### src/hw/rtl/assert_macros.svh
// ----------------------------------------------------------------------------
// assert_macros.svh
// Assertion helpers for the note window shift block. They expect clk and
// arst_n in scope and compile to nothing under SYNTHESIS.
// ----------------------------------------------------------------------------
`ifndef ASSERT_MACROS_SVH
`define ASSERT_MACROS_SVH
`ifndef SYNTHESIS
// same-cycle implication
`define ASSERT_IMPL(label, ante, cons) \
	label: assert property (@(posedge clk) disable iff (!arst_n) (ante) |-> (cons)) \
		else $error("assertion failed: label");
// next-cycle implication
`define ASSERT_NEXT(label, ante, cons) \
	label: assert property (@(posedge clk) disable iff (!arst_n) (ante) |=> (cons)) \
		else $error("assertion failed: label");
`else
`define ASSERT_IMPL(label, ante, cons)
`define ASSERT_NEXT(label, ante, cons)
`endif
`endif

### src/hw/rtl/nwrs_pkg.sv
// ----------------------------------------------------------------------------
// nwrs_pkg
// Shared types and constants of the note window shift block.
// ----------------------------------------------------------------------------
`default_nettype none

package nwrs_pkg;

	// default ring depth
	localparam int CAPACITY_DEF = 16;

	// field widths
	localparam int NOTE_IN_W  = 8;
	localparam int NOTE_W     = 7;
	localparam int WIN_W      = 5;
	localparam int SHIFT_W    = 6;
	localparam int CFG_IDX_W  = 2;
	localparam int CFG_DATA_W = 7;

	// register reset values
	localparam logic [WIN_W-1:0]  WINDOW_RESET = 5'd16;
	localparam logic [NOTE_W-1:0] PIVOT_RESET  = 7'd60;
	localparam logic [NOTE_W-1:0] SPREAD_RESET = 7'd12;

	// highest note that is stored
	localparam logic [NOTE_IN_W-1:0] NOTE_MAX = 8'd127;

	// shift sizes in semitones
	localparam logic signed [SHIFT_W-1:0] SHIFT_NEAR = 6'sd12;
	localparam logic signed [SHIFT_W-1:0] SHIFT_FAR  = 6'sd24;

	// register indexes
	typedef enum logic [CFG_IDX_W-1:0] {
		CFG_WINDOW_SIZE  = 2'd0,
		CFG_PIVOT_NOTE   = 2'd1,
		CFG_SPREAD_LIMIT = 2'd2
	} cfg_reg_t;

	// configuration bundle
	typedef struct packed {
		logic [WIN_W-1:0]  window_size;
		logic [NOTE_W-1:0] pivot_note;
		logic [NOTE_W-1:0] spread_limit;
	} cfg_t;

	// sequencer states
	typedef enum logic [2:0] {
		ST_IDLE,
		ST_SUMS,
		ST_CAND,
		ST_SCAN,
		ST_MUL1,
		ST_MUL2,
		ST_FINISH
	} state_t;

	// tag of the read data returning from the note memory
	typedef enum logic [1:0] {
		RD_NONE,
		RD_SUM,
		RD_CAND,
		RD_CMP
	} rd_kind_t;

endpackage

`default_nettype wire

### src/hw/rtl/nwrs_store.sv
// ----------------------------------------------------------------------------
// nwrs_store
// Note ring memory: one write port, one read port with registered data.
// Per-entry valid bits make never-written entries read as zero.
// ----------------------------------------------------------------------------
`default_nettype none

module nwrs_store #(
	parameter int CAPACITY = nwrs_pkg::CAPACITY_DEF,
	localparam int IDX_W = (CAPACITY > 1) ? $clog2(CAPACITY) : 1
) (
	input  wire logic                        clk,
	input  wire logic                        arst_n,
	input  wire logic                        wr_en,
	input  wire logic [IDX_W-1:0]            wr_addr,
	input  wire logic [nwrs_pkg::NOTE_W-1:0] wr_data,
	input  wire logic [IDX_W-1:0]            rd_addr,
	output logic      [nwrs_pkg::NOTE_W-1:0] rd_data
);

	logic [nwrs_pkg::NOTE_W-1:0] mem [CAPACITY];
	logic [CAPACITY-1:0]         vld_q;
	logic [nwrs_pkg::NOTE_W-1:0] raw_s1;
	logic                        vld_s1;

	// storage array and registered read
	always_ff @(posedge clk) begin
		if (wr_en) begin
			mem[wr_addr] <= wr_data;
		end
		raw_s1 <= mem[rd_addr];
		vld_s1 <= vld_q[rd_addr];
	end

	// written-entry marks
	always_ff @(posedge clk or negedge arst_n) begin
		if (!arst_n) begin
			vld_q <= '0;
		end else if (wr_en) begin
			vld_q[wr_addr] <= 1'b1;
		end
	end

	assign rd_data = vld_s1 ? raw_s1 : '0;

endmodule

`default_nettype wire

### src/hw/rtl/nwrs_ctrl.sv
// ----------------------------------------------------------------------------
// nwrs_ctrl
// Sequencer and datapath: ring update, sum pass, pairwise rank scan for the
// two middle values, spread products, decision and result register.
// ----------------------------------------------------------------------------
`default_nettype none

module nwrs_ctrl #(
	parameter int CAPACITY = nwrs_pkg::CAPACITY_DEF,
	localparam int IDX_W = (CAPACITY > 1) ? $clog2(CAPACITY) : 1
) (
	input  wire logic                                clk,
	input  wire logic                                arst_n,
	input  wire nwrs_pkg::cfg_t                      cfg,
	input  wire logic                                in_valid,
	output logic                                     in_stall,
	input  wire logic [nwrs_pkg::NOTE_IN_W-1:0]      note_number,
	output logic                                     out_valid,
	input  wire logic                                out_stall,
	output logic                                     accepted,
	output logic signed [nwrs_pkg::SHIFT_W-1:0]      transposition,
	output logic                                     changed,
	output logic                                     wr_en,
	output logic [IDX_W-1:0]                         wr_addr,
	output logic [nwrs_pkg::NOTE_W-1:0]              wr_data,
	output logic [IDX_W-1:0]                         rd_addr,
	input  wire logic [nwrs_pkg::NOTE_W-1:0]         rd_data
);

	localparam int N_W   = $clog2(CAPACITY + 1);
	localparam int EW    = (N_W > nwrs_pkg::WIN_W) ? N_W : nwrs_pkg::WIN_W;
	localparam int SUM_W = nwrs_pkg::NOTE_W + N_W;
	localparam int SQ_W  = 2 * nwrs_pkg::NOTE_W + N_W;
	localparam int SQR_W = 2 * nwrs_pkg::NOTE_W;
	localparam int P3_W  = nwrs_pkg::NOTE_W + N_W;
	localparam int PW    = 2 * P3_W;
	localparam logic [EW-1:0] CAP_E = EW'(CAPACITY);

	nwrs_pkg::state_t   state_q, state_d;
	nwrs_pkg::rd_kind_t rd_kind_d, rkind_s1;
	logic               rlast_s1;

	logic [IDX_W-1:0] j_q, i_q, ptr_q;
	logic [N_W-1:0]   n_q, klo_q, khi_q, fill_q;
	logic signed [nwrs_pkg::SHIFT_W-1:0] shift_q;
	logic             acc_q;

	logic [SUM_W-1:0]            sum_q;
	logic [SQ_W-1:0]             sq_q;
	logic [nwrs_pkg::NOTE_W-1:0] cand_q, med_lo_q, med_hi_q;
	logic [N_W-1:0]              lt_q, le_q;
	logic [PW-1:0]               p1_q, p2_q, p4_q, spread_q;
	logic [P3_W-1:0]             p3_q;

	// effective window, pointer and fill for the incoming note
	logic [EW-1:0]  ws_e;
	logic [N_W-1:0] win, wp_n, wp_inc, fc, fill_new;
	logic [IDX_W-1:0] wp, ptr_new;
	logic           note_ok, in_fire, out_free, j_last, i_last;

	always_comb begin
		ws_e     = EW'(cfg.window_size);
		win      = (ws_e > CAP_E) ? N_W'(CAP_E) : N_W'(ws_e);
		wp_n     = (N_W'(ptr_q) >= win) ? '0 : N_W'(ptr_q);
		wp       = IDX_W'(wp_n);
		wp_inc   = wp_n + N_W'(1);
		ptr_new  = (wp_inc == win) ? '0 : IDX_W'(wp_inc);
		fc       = (fill_q > win) ? win : fill_q;
		fill_new = (fc < win) ? fc + N_W'(1) : fc;
		note_ok  = (note_number <= nwrs_pkg::NOTE_MAX) && (win != '0);
		in_fire  = in_valid && !in_stall;
		out_free = !out_valid || !out_stall;
		j_last   = (N_W'(j_q) == n_q - N_W'(1));
		i_last   = (N_W'(i_q) == n_q - N_W'(1));
	end

	// next state
	always_comb begin
		state_d = state_q;
		unique case (state_q)
			nwrs_pkg::ST_IDLE: begin
				if (in_fire) begin
					state_d = note_ok ? nwrs_pkg::ST_SUMS : nwrs_pkg::ST_FINISH;
				end
			end
			nwrs_pkg::ST_SUMS: begin
				if (j_last) begin
					state_d = nwrs_pkg::ST_CAND;
				end
			end
			nwrs_pkg::ST_CAND: state_d = nwrs_pkg::ST_SCAN;
			nwrs_pkg::ST_SCAN: begin
				if (j_last) begin
					state_d = i_last ? nwrs_pkg::ST_MUL1 : nwrs_pkg::ST_CAND;
				end
			end
			nwrs_pkg::ST_MUL1: state_d = nwrs_pkg::ST_MUL2;
			nwrs_pkg::ST_MUL2: state_d = nwrs_pkg::ST_FINISH;
			nwrs_pkg::ST_FINISH: begin
				if (out_free) begin
					state_d = nwrs_pkg::ST_IDLE;
				end
			end
			default: state_d = nwrs_pkg::ST_IDLE;
		endcase
	end

	// state outputs: handshake, memory ports, read tag
	always_comb begin
		in_stall  = (state_q != nwrs_pkg::ST_IDLE);
		wr_en     = in_fire && note_ok;
		wr_addr   = wp;
		wr_data   = note_number[nwrs_pkg::NOTE_W-1:0];
		rd_addr   = (state_q == nwrs_pkg::ST_CAND) ? i_q : j_q;
		unique case (state_q)
			nwrs_pkg::ST_SUMS: rd_kind_d = nwrs_pkg::RD_SUM;
			nwrs_pkg::ST_CAND: rd_kind_d = nwrs_pkg::RD_CAND;
			nwrs_pkg::ST_SCAN: rd_kind_d = nwrs_pkg::RD_CMP;
			default:           rd_kind_d = nwrs_pkg::RD_NONE;
		endcase
	end

	// control registers
	always_ff @(posedge clk or negedge arst_n) begin
		if (!arst_n) begin
			state_q  <= nwrs_pkg::ST_IDLE;
			rkind_s1 <= nwrs_pkg::RD_NONE;
			ptr_q    <= '0;
			fill_q   <= '0;
		end else begin
			state_q  <= state_d;
			rkind_s1 <= rd_kind_d;
			if (wr_en) begin
				ptr_q  <= ptr_new;
				fill_q <= fill_new;
			end
		end
	end

	// scan counters and window size of this item
	always_ff @(posedge clk) begin
		rlast_s1 <= j_last;
		if (in_fire) begin
			acc_q <= note_ok;
			n_q   <= fill_new;
			klo_q <= (fill_new - N_W'(1)) >> 1;
			khi_q <= fill_new >> 1;
			j_q   <= '0;
			i_q   <= '0;
		end else if (state_q == nwrs_pkg::ST_SUMS || state_q == nwrs_pkg::ST_SCAN) begin
			j_q <= j_last ? '0 : j_q + IDX_W'(1);
			if (state_q == nwrs_pkg::ST_SCAN && j_last) begin
				i_q <= i_q + IDX_W'(1);
			end
		end
	end

	// sum pass
	logic [SQR_W-1:0] sqr;
	assign sqr = SQR_W'(rd_data) * SQR_W'(rd_data);

	always_ff @(posedge clk) begin
		if (in_fire) begin
			sum_q <= '0;
			sq_q  <= '0;
		end else if (rkind_s1 == nwrs_pkg::RD_SUM) begin
			sum_q <= sum_q + SUM_W'(rd_data);
			sq_q  <= sq_q + SQ_W'(sqr);
		end
	end

	// rank scan: candidate value against every window entry
	logic [N_W-1:0] lt_f, le_f;
	assign lt_f = lt_q + N_W'(rd_data < cand_q);
	assign le_f = le_q + N_W'(rd_data <= cand_q);

	always_ff @(posedge clk) begin
		if (rkind_s1 == nwrs_pkg::RD_CAND) begin
			cand_q <= rd_data;
		end
		if (in_fire) begin
			lt_q <= '0;
			le_q <= '0;
		end else if (rkind_s1 == nwrs_pkg::RD_CMP) begin
			if (rlast_s1) begin
				lt_q <= '0;
				le_q <= '0;
				// candidate covers the sorted slots lt_f .. le_f-1
				if (lt_f <= klo_q && klo_q < le_f) begin
					med_lo_q <= cand_q;
				end
				if (lt_f <= khi_q && khi_q < le_f) begin
					med_hi_q <= cand_q;
				end
			end else begin
				lt_q <= lt_f;
				le_q <= le_f;
			end
		end
	end

	// spread products, one multiply per product register, and their difference
	always_ff @(posedge clk) begin
		if (state_q == nwrs_pkg::ST_MUL1) begin
			p1_q <= PW'(n_q) * PW'(sq_q);
			p2_q <= PW'(sum_q) * PW'(sum_q);
			p3_q <= P3_W'(cfg.spread_limit) * P3_W'(n_q);
		end
		if (state_q == nwrs_pkg::ST_MUL2) begin
			p4_q     <= PW'(p3_q) * PW'(p3_q);
			spread_q <= p1_q - p2_q;
		end
	end

	// decision
	logic        down, wide;
	logic [nwrs_pkg::NOTE_W:0] pair;
	logic signed [nwrs_pkg::SHIFT_W-1:0] mag, res_shift;

	always_comb begin
		pair      = {1'b0, med_lo_q} + {1'b0, med_hi_q};
		down      = pair >= {cfg.pivot_note, 1'b0};
		wide      = spread_q >= p4_q;
		mag       = wide ? nwrs_pkg::SHIFT_FAR : nwrs_pkg::SHIFT_NEAR;
		res_shift = acc_q ? (down ? -mag : mag) : shift_q;
	end

	// result register and shift commit
	always_ff @(posedge clk or negedge arst_n) begin
		if (!arst_n) begin
			out_valid <= 1'b0;
			shift_q   <= '0;
		end else if (state_q == nwrs_pkg::ST_FINISH && out_free) begin
			out_valid <= 1'b1;
			shift_q   <= res_shift;
		end else if (out_valid && !out_stall) begin
			out_valid <= 1'b0;
		end
	end

	always_ff @(posedge clk) begin
		if (state_q == nwrs_pkg::ST_FINISH && out_free) begin
			accepted      <= acc_q;
			transposition <= res_shift;
			changed       <= acc_q && (res_shift != shift_q);
		end
	end

endmodule

`default_nettype wire

### src/hw/rtl/note_window_register_shift.sv
// Sequence: a stored note runs the sum pass, then a candidate read and a
// window scan per entry, the two product states and FINISH; a rejected
// note goes from IDLE straight to FINISH. Flow: one note at a time; the
// next is taken the cycle after the result is loaded, paced by the single
// read port of the note memory, used once per pair in the scan. Reset:
// asynchronous; control, pointer, valid-bit and config registers clear at once.
`default_nettype none
`include "assert_macros.svh"

// ----------------------------------------------------------------------------
// note_window_register_shift
// Keeps the recent notes in a ring memory and derives a transposition from
// their median and spread. Holds the configuration registers.
// ----------------------------------------------------------------------------
module note_window_register_shift #(
	parameter int CAPACITY = nwrs_pkg::CAPACITY_DEF
) (
	input  wire logic                             clk,
	input  wire logic                             arst_n,
	input  wire logic                             cfg_we,
	input  wire logic [nwrs_pkg::CFG_IDX_W-1:0]   cfg_index,
	input  wire logic [nwrs_pkg::CFG_DATA_W-1:0]  cfg_data,
	input  wire logic                             in_valid,
	output logic                                  in_stall,
	input  wire logic [nwrs_pkg::NOTE_IN_W-1:0]   note_number,
	output logic                                  out_valid,
	input  wire logic                             out_stall,
	output logic                                  accepted,
	output logic signed [nwrs_pkg::SHIFT_W-1:0]   transposition,
	output logic                                  changed
);

	localparam int IDX_W = (CAPACITY > 1) ? $clog2(CAPACITY) : 1;

	nwrs_pkg::cfg_t cfg_q;

	logic                        wr_en;
	logic [IDX_W-1:0]            wr_addr, rd_addr;
	logic [nwrs_pkg::NOTE_W-1:0] wr_data, rd_data;

	// configuration registers
	always_ff @(posedge clk or negedge arst_n) begin
		if (!arst_n) begin
			cfg_q.window_size  <= nwrs_pkg::WINDOW_RESET;
			cfg_q.pivot_note   <= nwrs_pkg::PIVOT_RESET;
			cfg_q.spread_limit <= nwrs_pkg::SPREAD_RESET;
		end else if (cfg_we) begin
			unique case (cfg_index)
				nwrs_pkg::CFG_WINDOW_SIZE:
					cfg_q.window_size <= cfg_data[nwrs_pkg::WIN_W-1:0];
				nwrs_pkg::CFG_PIVOT_NOTE:   cfg_q.pivot_note   <= cfg_data;
				nwrs_pkg::CFG_SPREAD_LIMIT: cfg_q.spread_limit <= cfg_data;
				default: ;
			endcase
		end
	end

	nwrs_store #(
		.CAPACITY(CAPACITY)
	) u_store (
		.clk    (clk),
		.arst_n (arst_n),
		.wr_en  (wr_en),
		.wr_addr(wr_addr),
		.wr_data(wr_data),
		.rd_addr(rd_addr),
		.rd_data(rd_data)
	);

	nwrs_ctrl #(
		.CAPACITY(CAPACITY)
	) u_ctrl (
		.clk          (clk),
		.arst_n       (arst_n),
		.cfg          (cfg_q),
		.in_valid     (in_valid),
		.in_stall     (in_stall),
		.note_number  (note_number),
		.out_valid    (out_valid),
		.out_stall    (out_stall),
		.accepted     (accepted),
		.transposition(transposition),
		.changed      (changed),
		.wr_en        (wr_en),
		.wr_addr      (wr_addr),
		.wr_data      (wr_data),
		.rd_addr      (rd_addr),
		.rd_data      (rd_data)
	);

	// checks
	`ASSERT_IMPL(a_write_on_accept, wr_en, in_valid && !in_stall)
	`ASSERT_NEXT(a_busy_after_accept, in_valid && !in_stall, in_stall)
	`ASSERT_IMPL(a_reject_no_change, out_valid && !accepted, !changed)
	`ASSERT_IMPL(a_shift_set, out_valid && accepted, transposition != '0)

endmodule

`default_nettype wire
### config.mk
export PLATFORM = sky130hd
export DESIGN_NAME = note_window_register_shift
export DESIGN_NICKNAME = d
export VERILOG_FILES = /design/src/hw/rtl/nwrs_pkg.sv /design/src/hw/rtl/nwrs_store.sv /design/src/hw/rtl/nwrs_ctrl.sv /design/src/hw/rtl/note_window_register_shift.sv
export VERILOG_INCLUDE_DIRS = /design/src /design/src/hw/rtl
export SDC_FILE = /design/constraint.sdc
export NUM_CORES = 1
export LEC_CHECK = 0
export BUFFER_PORTS_ARGS = -buffer_cell sky130_fd_sc_hd__buf_2
export CORE_MARGIN = 4
export CORE_UTILIZATION = 35
export CTS_CLUSTER_DIAMETER = 200
export DETAILED_ROUTE_END_ITERATION = 6
export GPL_TIMING_DRIVEN = 0
export HOLD_SLACK_MARGIN = 0.06
export MAX_ROUTING_LAYER = met4
export PLACE_DENSITY = 0.52
export SYNTH_ARGS = -nofsm -noshare
export SYNTH_HDL_FRONTEND = slang
export SYNTH_SLANG_ARGS = --single-unit
### constraint.sdc
create_clock -name clk -period 6.5 [get_ports clk]
set_input_delay 1.3 -clock clk [delete_from_list [all_inputs] [get_ports clk]]
set_output_delay 1.3 -clock clk [all_outputs]
set_load 0.05 [all_outputs]
; ---- Word-level counts from Yosys, hierarchy flattened
; Memories as Yosys holds them, arrays and structs flattened. A register that Yosys moved wholly into a read port is not among the register bits.
; Index checks and enable logic that the tools add are counted.
[classes]
n_addsub = 13
multipliers = 5
order_cmp = 16
n_eq_ne = 19
n_mux = 29
bitwise_logic = 2
reduce_logical = 27
[op_table]
columns = op, n
row1 = multiplier 12 x 12 -> 24 bit, 2
row2 = 2-to-1 mux 5 bit, 6
row3 = >= comparator 24 bit, 1
row4 = multiplier 5 x 19 -> 24 bit, 1
row5 = subtractor 24 bit, 1
row6 = one-hot mux 3 bit (7 select lines), 1
row7 = adder 19 x 14 -> 19 bit, 1
row8 = 2-to-1 mux 3 bit, 6
row9 = 2-to-1 mux 4 bit, 4
row10 = bitwise OR 16 bit, 1
row11 = multiplier 7 x 7 -> 14 bit, 1
row12 = adder 12 x 7 -> 12 bit, 1
row13 = multiplier 7 x 5 -> 12 bit, 1
row14 = 2-to-1 mux 6 bit, 2
row15 = AND reduction 4 bit, 3
row16 = adder 5 x 1 -> 5 bit, 2
row17 = adder 5 x 1 -> 5 bit (second input constant), 2
row18 = == test 4 x 5 -> 1 bit, 2
row19 = less-or-equal comparator 5 x 4 -> 1 bit, 2
row20 = logical AND 1 bit, 10
row21 = less-than comparator 4 x 5 -> 1 bit, 2
row22 = less-than comparator 4 x 5 -> 1 bit (second input constant), 2
row23 = subtractor 5 x 1 -> 5 bit (second input constant), 2
row24 = == test 3 bit (second input constant), 3
row25 = 33 further kinds, 52
[totals]
register_bits = 258
ramBits = 112
inputBits = 22
out_inout_bits = 10
wordCells = 145
mem_count = 1
[memory_table]
columns = memory, words, word_bits, rd, rd_ports_with_merged_regs, wr, line
row1 = u_store.mem, 16, 7, 1, 1, 1, nwrs_store.sv:21  ; logic [nwrs_pkg::NOTE_W-1:0] mem [CAPACITY];

; ---- Depth between registers and ports, before layout
; Gate-level depths: netlist of run 1.
[depth]
depth_word = 9
mapped_depth = 22
mapped_depth_nobuf = 21

; ---- By module
; Synthesis of run 1 repeated with hierarchy kept, for this count alone.
[unflattened]
hier_cells = 2931
area_unflattened_um2 = 30780.8
[by_module_without_submodules]
columns = module, instances, cells_each, area_each_um2, seq_area_each_um2
row1 = nwrs_ctrl, 1, 2637, 24826.3, 5880.6
row2 = nwrs_store, 1, 253, 5215.0, 3923.8
row3 = note_window_register_shift, 1, 41, 739.5, 484.2

; ---- Worst setup path before layout of run 1
; No wires, ideal clock.
[synth_path]
kind = reg-to-reg
start = reg u_ctrl.state_q[2]
end = reg u_ctrl.p1_q[0], enable pin
setup_time_ps = 549
arrival_ps = 4629
t_required_ps = 5951
slack_ps = 1323
path_stages_with_launch = 3
n_path_buf = 0
period_less_slack_ps = 5177
cell_sequence = dfrtp_1 -> inv_1 -> nor3_1
[synth_via]
elab_chain_cells = 1
[synth_rtl]
columns = item, line
row1 = "start, declared", nwrs_ctrl.sv:39  ; nwrs_pkg::state_t state_q, state_d;
row2 = "start signal, assigned", nwrs_ctrl.sv:126  ; state_q <= nwrs_pkg::ST_IDLE;
row3 = "start signal, assigned", nwrs_ctrl.sv:131  ; state_q <= state_d;
row4 = == test 3 bit, nwrs_ctrl.sv:204  ; if (state_q == nwrs_pkg::ST_MUL1) begin
row5 = "end signal, assigned", nwrs_ctrl.sv:205  ; p1_q <= PW'(n_q) * PW'(sq_q);
row6 = "end, declared", nwrs_ctrl.sv:52  ; logic [PW-1:0] p1_q, p2_q, p4_q, spread_q;
; Every way passes these cells.
; A chain may end at the register's enable or synchronous reset.

; ---- Final worst setup path of run 1
[layout_path]
start = reg u_ctrl.sum_q[1]
end = reg u_ctrl.p2_q[20], data pin
[layout_via]
elab_chain_cells = 1
[layout_rtl]
columns = item, line
row1 = "start, declared", nwrs_ctrl.sv:48  ; logic [SUM_W-1:0] sum_q;
row2 = "start signal, assigned", nwrs_ctrl.sv:167  ; sum_q <= sum_q + SUM_W'(rd_data);
row3 = multiplier 12 x 12 -> 24 bit, nwrs_ctrl.sv:206  ; p2_q <= PW'(sum_q) * PW'(sum_q);
row4 = "end signal, assigned", nwrs_ctrl.sv:206
row5 = "end, declared", nwrs_ctrl.sv:52
; Every way passes these cells.

==> results of run 1 <==
cells in the mapped netlist, types with 34 or more instances:
cell and instances:
a21o_1 44, nor3_1 34, dfrtp_1 49, dfxtp_1 58, nor2_1 138, inv_1 491
fa_1 253, xor2_1 41, clkbuf_1 51, a21oi_1 155, nor2b_1 42, o21ai_0 69
xnor2_1 107, edfxtp_1 257, ha_1 317, nand2_1 215, and2_1 175
stage by stage:
step	std cells	setup WS, ns
floorplan	2886	1.32
global placement	4061	-1.14
detailed placement	4068	0.214
CTS	4144	0.186
global route	4144	0.000844
finish	4144	0.362
power by group through the flow:
stage	Combinational [mW]	Clock, mW	Sequential (mW)
6_report	12.1	2.39	3.67
5_1_grt	14.0	2.57	3.71
4_1_cts	12.3	2.48	3.67
3_5_place_dp	12.2	0	3.72
3_3_place_gp	12.1	0	3.72
2_1_floorplan	9.54	0	3.56
logic make-up (layout without fill, tap and decap cells):
group / count (synthesis) / after routing / share of synthesized area [%]
compound gates: 401 / 401 / 8.21
xor+xnor: 148 / 148 / 4.28
fa+ha+maj: 570 / 570 / 29.8
buf+inv: 563 / 677 / 7.12
flops: 371 / 371 / 33.9
mux: 78 / 78 / 4.07
simple gates: 755 / 755 / 12.6
path summary, 6_finish.rpt:
kind                       slack [ns]  cells past startpoint                to              from
max                              0.36                     19   u_ctrl.p2_q[20]   u_ctrl.sum_q[1]
min                              0.45                      1  u_store.vld_q[1]  u_store.vld_q[1]
max reg2reg                      0.36                     19   u_ctrl.p2_q[20]   u_ctrl.sum_q[1]
min reg2reg                      0.45                      1  u_store.vld_q[1]  u_store.vld_q[1]
max in group asynchronous        5.13                      1  u_store.vld_q[6]            arst_n
min in group asynchronous        0.79                      1         cfg_q[13]            arst_n
state kept, by name, indices dropped and copies added (netlist names), 12 cells and up:
| register | count |
|---|---|
| cfg_q | 19 |
| u_ctrl.p2_q | 23 |
| u_ctrl.sum_q | 12 |
| u_ctrl.p3_q | 12 |
| u_ctrl.spread_q | 24 |
| u_ctrl.p4_q | 23 |
| u_store.mem | 112 |
| u_ctrl.p1_q | 24 |
| u_ctrl.sq_q | 19 |
| u_store.vld_q | 16 |
metal layers:
| metal | part of all wire (%) | wire [microns] | GRT usage [%] | vias up |
|---|---|---|---|---|
| met5 | 0 | 0 | - | - |
| met4 | 2.1 | 1380 | 3.40 | 0 |
| met3 | 2.3 | 1570 | 1.70 | 79 |
| met2 | 49 | 33000 | 26.3 | 173 |
| met1 | 47 | 31300 | 20.0 | 9511 |
| li1 | - | - | - | 9754 |
worst reg2reg max path: cells and delay by family (launching register included):
family / cells / cell delay [ns]
xor gates and xnor gates: 1 / 0.13
buffers and inverters: 5 / 0.79
adders and majority gates: 6 / 2.62
and+or+nand+nor: 4 / 0.72
AOI/OAI and AO/OA: 3 / 0.97
DFF: 1 / 0.64
layout make-up:
type / instances / area (sq um)
timing repair buffer: 38 / 245
sequential: 371 / 10300
fill: 8503 / 52200
clock inverter: 15 / 206
buffer: 72 / 320
clock buffer: 61 / 1140
tap: 1144 / 1430
multi-input combinational: 1952 / 17900
inverter: 491 / 1840
timing repair:
item,in CTS,in global routing
endpoints found under the hold margin,0,0
resized for setup,0,10
endpoints found under the setup margin,0,5
==> impl_metrics.yaml, run 1 <==
status:
  outcome: "finished, final reports clean"
power:
  leakagePower_nw: 15.3
  p_sw_mw: 8.15
  switching_share_pct: 44.9
  total_power_mw: 18.1
  p_per_area_mw_per_mm2: 544
  power_frac_comb_pct: 66.6
  vdd_drop_max_uv: 553
  p_clk_share_pct: 13.2
  internal_power_mw: 10.0
  power_frac_seq_pct: 20.2
worst_setup_path:
  crit_buf_inv: 5
  crit_family: "adder cells"
  path_cells: "clkbuf_1 > and2_1 > fa_1 > inv_1 > fa_1 > inv_1 > fa_1 > fa_1 > inv_1 > fa_1 > inv_1 > ha_1 > nand3_1 > nor2_1 > o31ai_1 > a311oi_1 > a41oi_1 > nor2b_1 > xnor2_1"
  cp.arrival_ns: 6.46
  worst-path-max-fanout: 10
  crit_top_cell: "fa_1"
  critPathMaxStageDelay_ns: 0.64
  crit_required_ns: 6.82
  timing_worst_setup_path_type: "reg -> reg"
  cp_slowest_cell: "dfxtp_1"
  critPathLaunchType: "register"
  worstSetupEndpointType: "register"
synthesis:
  ys_types: 75
  async_reset_ff_share_pct: 15.1
  synth_edf_count: 257
  synth_top_area_cell: "edfxtp_1"
  synth_warnings: 0
  synthFlopType: "edfxtp_1"
  ys_ff_latch: 371
  synth_area_sq_mm: 0.0303
  syn_nets: 3478
  synthTopCellsByArea: "edfxtp_1 25%, fa_1 17%, ha_1 13%"
  netlist_instances: 2886
  avgSynthCellArea_sq_um: 10.5
  synth-seq-area-share_pct: 33.9
  yosys.area.top_type_share_pct: 25.5
sta:
  fin_skew_ns: 0.0209
  finalCriticalPeriod_ns: 6.14
  holdWs_ns: 0.453
  worstMarginPinSlew_ns: 1.22
  rsz0062_at_grt: "false"
  slew_viol_final: 0
  period_share_pct: 94.4
  setup_viol: 0
  max_clock_freq_ghz: 0.163
  hold_viol: 0
  setup-tns-final_ns: 0
  relSlewSlack_pct: 18.2
drt:
  wl_per_cell_microns: 16.2
  wl_mm: 67.2
  viasPerCell: 4.71
  vias: 19517
  drc: 0
  ant_nets: 0
  drtIter0Drc: 767
  first_pass_iters: 5
cts:
  cts_tree: "done"
  root_buffer: "clkbuf_16"
  cts_buffer_depth: 3
  cts_setup_buffers: 0
  cts.reportedPaths.clkPinSlew_ns: 0.06
  holdBufCountCts: 0
  cts_buffers: 43
  cts_sinks: 371
  cts.htree.levels: 2
  clk_latency_ns: 0.59
cells_and_area:
  fin_util_pct: 39.0
  n_antenna_cell: 0
  final_cell_mix: "491 x inv_1, 317 x ha_1, 257 x edfxtp_1"
  area_delta_synth_final_pct: 10.1
  nNetsFinal: 3561
  drive_above_1_share_pct: 6.80
  layout_commonest_cell: "inv_1"
  fin_area_sq_mm: 0.0334
floorplanning:
  die_x_microns: 302
  rows: 107
  core_area_sq_mm: 0.0855
  io_pins: 32
  die_area_sq_mm: 0.0914
  die_h_microns: 302
  start_util_pct: 35.4
global_routing:
  grt_pass1_vias: 20080
  grtUsageTotal_pct: 15.5
  grt_pass1_wl_mm: 109
  overflow: 0
  grt_antenna_before_repair: 0
  grt_max_degree: 57
job:
  drv_cap: 0
placement:
  hpwl_mm: 54.3
  io_buffer_count: 31
  place_congestion: 0.839
  place_area_sq_mm: 0.0320
hold_path:
  min-delay-path-class: "reg -> reg"
Power figures use the tool's default switching activity.
==> run 2, diff against run 1 <==
Settings changed: CTS_BUF_LIST from default to sky130_fd_sc_hd__clkbuf_4.
==> run 2 against run 1 <==
Against the previous run:
- sequential power hardly changed
- largest cell class unchanged
- clock skew is 0.080 ns higher
- utilization hardly changed
- highest routed layer unchanged
- hold slack better by 0.00076 ns
==> impl_metrics.yaml, run 2 (same netlist as run 1, synthesis figures left out) <==
placement:
  place_area_sq_mm: 0.0320
  hpwl_mm: 54.3
  io_buffer_count: 31
  place_ws_ns: 0.214
  placedCellCount: 4068
  place_congestion: 0.839
global_routing:
  grt_pass1_wl_mm: 110
  grtUsageTotal_pct: 15.6
  overflow: 0
  grt_pass1_vias: 20575
  grt_antenna_before_repair: 3
  grt_max_degree: 57
sta:
  relSlewSlack_pct: 15.7
  rsz0062_at_grt: "false"
  max_clock_freq_ghz: 0.163
  holdWs_ns: 0.454
  slew_viol_final: 0
  period_share_pct: 94.3
  setup_viol: 0
  worstMarginPinSlew_ns: 1.26
  layout_setup_ws_ns: 0.373
  fin_skew_ns: 0.101
  hold_viol: 0
  finalCriticalPeriod_ns: 6.13
worst_setup_path:
  cp.arrival_ns: 6.67
  startpoint: "u_ctrl.sum_q[1]"
  crit_end: "u_ctrl.p2_q[20]"
  path_cells: "clkbuf_1 > and2_1 > fa_1 > inv_1 > fa_1 > inv_1 > fa_1 > fa_1 > inv_1 > fa_1 > inv_1 > ha_1 > nand3_1 > nor2_1 > o31ai_1 > a311oi_1 > a41oi_1 > nor2b_1 > xnor2_1"
  timing.reg2reg.worst_path_depth: 19
  reg2reg_to: "u_ctrl.p2_q[20]"
  ff2ff_setup_slack_ns: 0.37
  critPathMaxStageDelay_ns: 0.63
  worstSetupEndpointType: "register"
  cp_slowest_cell: "dfxtp_1"
  worst-path-max-fanout: 10
  crit_required_ns: 7.05
  critPathLaunchType: "register"
  crit_top_cell: "fa_1"
  reg2reg_from: "u_ctrl.sum_q[1]"
  timing_worst_setup_path_type: "reg -> reg"
cts:
  root_buffer: "clkbuf_4"
  clk_latency_ns: 0.88
  cts_buffer_depth: 3
  cts.htree.levels: 3
  holdBufCountCts: 0
  cts_tree: "done"
  cts.reportedPaths.clkPinSlew_ns: 0.07
  cts_sinks: 371
  cts_buffers: 102
drt:
  vias: 19928
  wl_per_cell_microns: 15.9
  drc: 0
  wl_mm: 67.7
  first_pass_iters: 5
  ant_nets: 0
  viasPerCell: 4.69
  drtIter0Drc: 733
status:
  outcome: "finished, final reports clean"
power:
  vdd_drop_max_uv: 554
  p_per_area_mw_per_mm2: 538
  leakagePower_nw: 15.4
cells_and_area:
  largest_reg_flops: 112
  fin_util_pct: 39.0
  multi_input_area_sq_mm: 0.0179
  drive_above_1_share_pct: 10.1
  final_cell_mix: "491 x inv_1, 317 x ha_1, 257 x edfxtp_1"
  layout_commonest_cell: "inv_1"
  regMostFlops: "u_store.mem"
  nNetsFinal: 3620
  nFillCells: 8590
  reg_top3: "u_store.mem: 112 flops, u_ctrl.p1_q: 24 flops, u_ctrl.spread_q: 24 flops"
  stdcell_count: 4248
  area_delta_synth_final_pct: 9.99
  regArea_sq_mm: 0.0103
  fin_area_sq_mm: 0.0333
floorplanning:
  start_util_pct: 35.4
  die_h_microns: 302
  die_area_sq_mm: 0.0914
  rows: 107
  io_pins: 32
  die_x_microns: 302
  core_area_sq_mm: 0.0855
job:
  drv_cap: 0
hold_path:
  whs_path_depth: 1
  worstHoldStart: "u_store.vld_q[0]"
  min-delay-path-class: "reg -> reg"
## run 2: cell types whose count changed in the layout (fill, tap and decap cells not counted), moves of 3 or more
| cell | previous run | this run |
|---|---|---|
| clkbuf_4 | 0 | 148 |
| diode_2 | 0 | 4 |
| clkbuf_1 | 64 | 46 |
| clkinv_2 | 3 | 6 |
| clkinv_1 | 4 | 14 |
| clkbuf_16 | 43 | 0 |
## run 2: critical path: cells and delay by family, from the launching register on
kind	cells	cell delay, ns
adders and majority gates	6	2.62
AOI/OAI and AO/OA	3	0.99
buffers and inverters	5	0.79
and+or+nand+nor	4	0.71
DFF	1	0.63
xor gates and xnor gates	1	0.13
## run 2: through the flow
step / total power, mW / setup TNS [ns]
3_5_place_dp: 15.9 / 0
6_report: 17.9 / 0
4_1_cts: 18.3 / 0
2_1_floorplan: 13.1 / 0
5_1_grt: 20.1 / 0
3_3_place_gp: 15.9 / -66.17
## run 2: layer usage
metal,vias up,part of all wire (%),GRT usage [%]
li1,9950,-,-
met1,9611,46,19.7
met2,247,49,26.2
met3,120,2.9,2.04
met4,0,2.6,4.58
met5,-,0,-
## run 2: worst min-delay path by stage
stage | end
after detailed placement | u_store.vld_q[1]
final | u_store.vld_q[0]
after global routing | u_ctrl.shift_q[0]
after CTS | u_store.vld_q[10]
after global placement | u_store.vld_q[3]
after floorplan | u_store.vld_q[1]
## run 2: final cells by class
cell class                 count  area share [%]
antenna                        4          0.0300
buffer                        72           0.961
clock buffer                 148            3.33
clock inverter                28           0.616
inverter                     491            5.53
multi-input combinational   1952            53.6
sequential                   371            30.9
tap                         1144            4.29
timing repair buffer          38           0.736
## run 2: repair_timing
item                       CTS  global route
setup buffers                0             0
setup endpoints to repair    0             4
gates resized for setup      0            10
## run 2: where the power goes
part / internal, mW / total [mW] / switching, mW
sequential: 3.33 / 3.67 / 0.344
combinational: 5.27 / 12.1 / 6.81
clock: 1.13 / 2.17 / 1.04
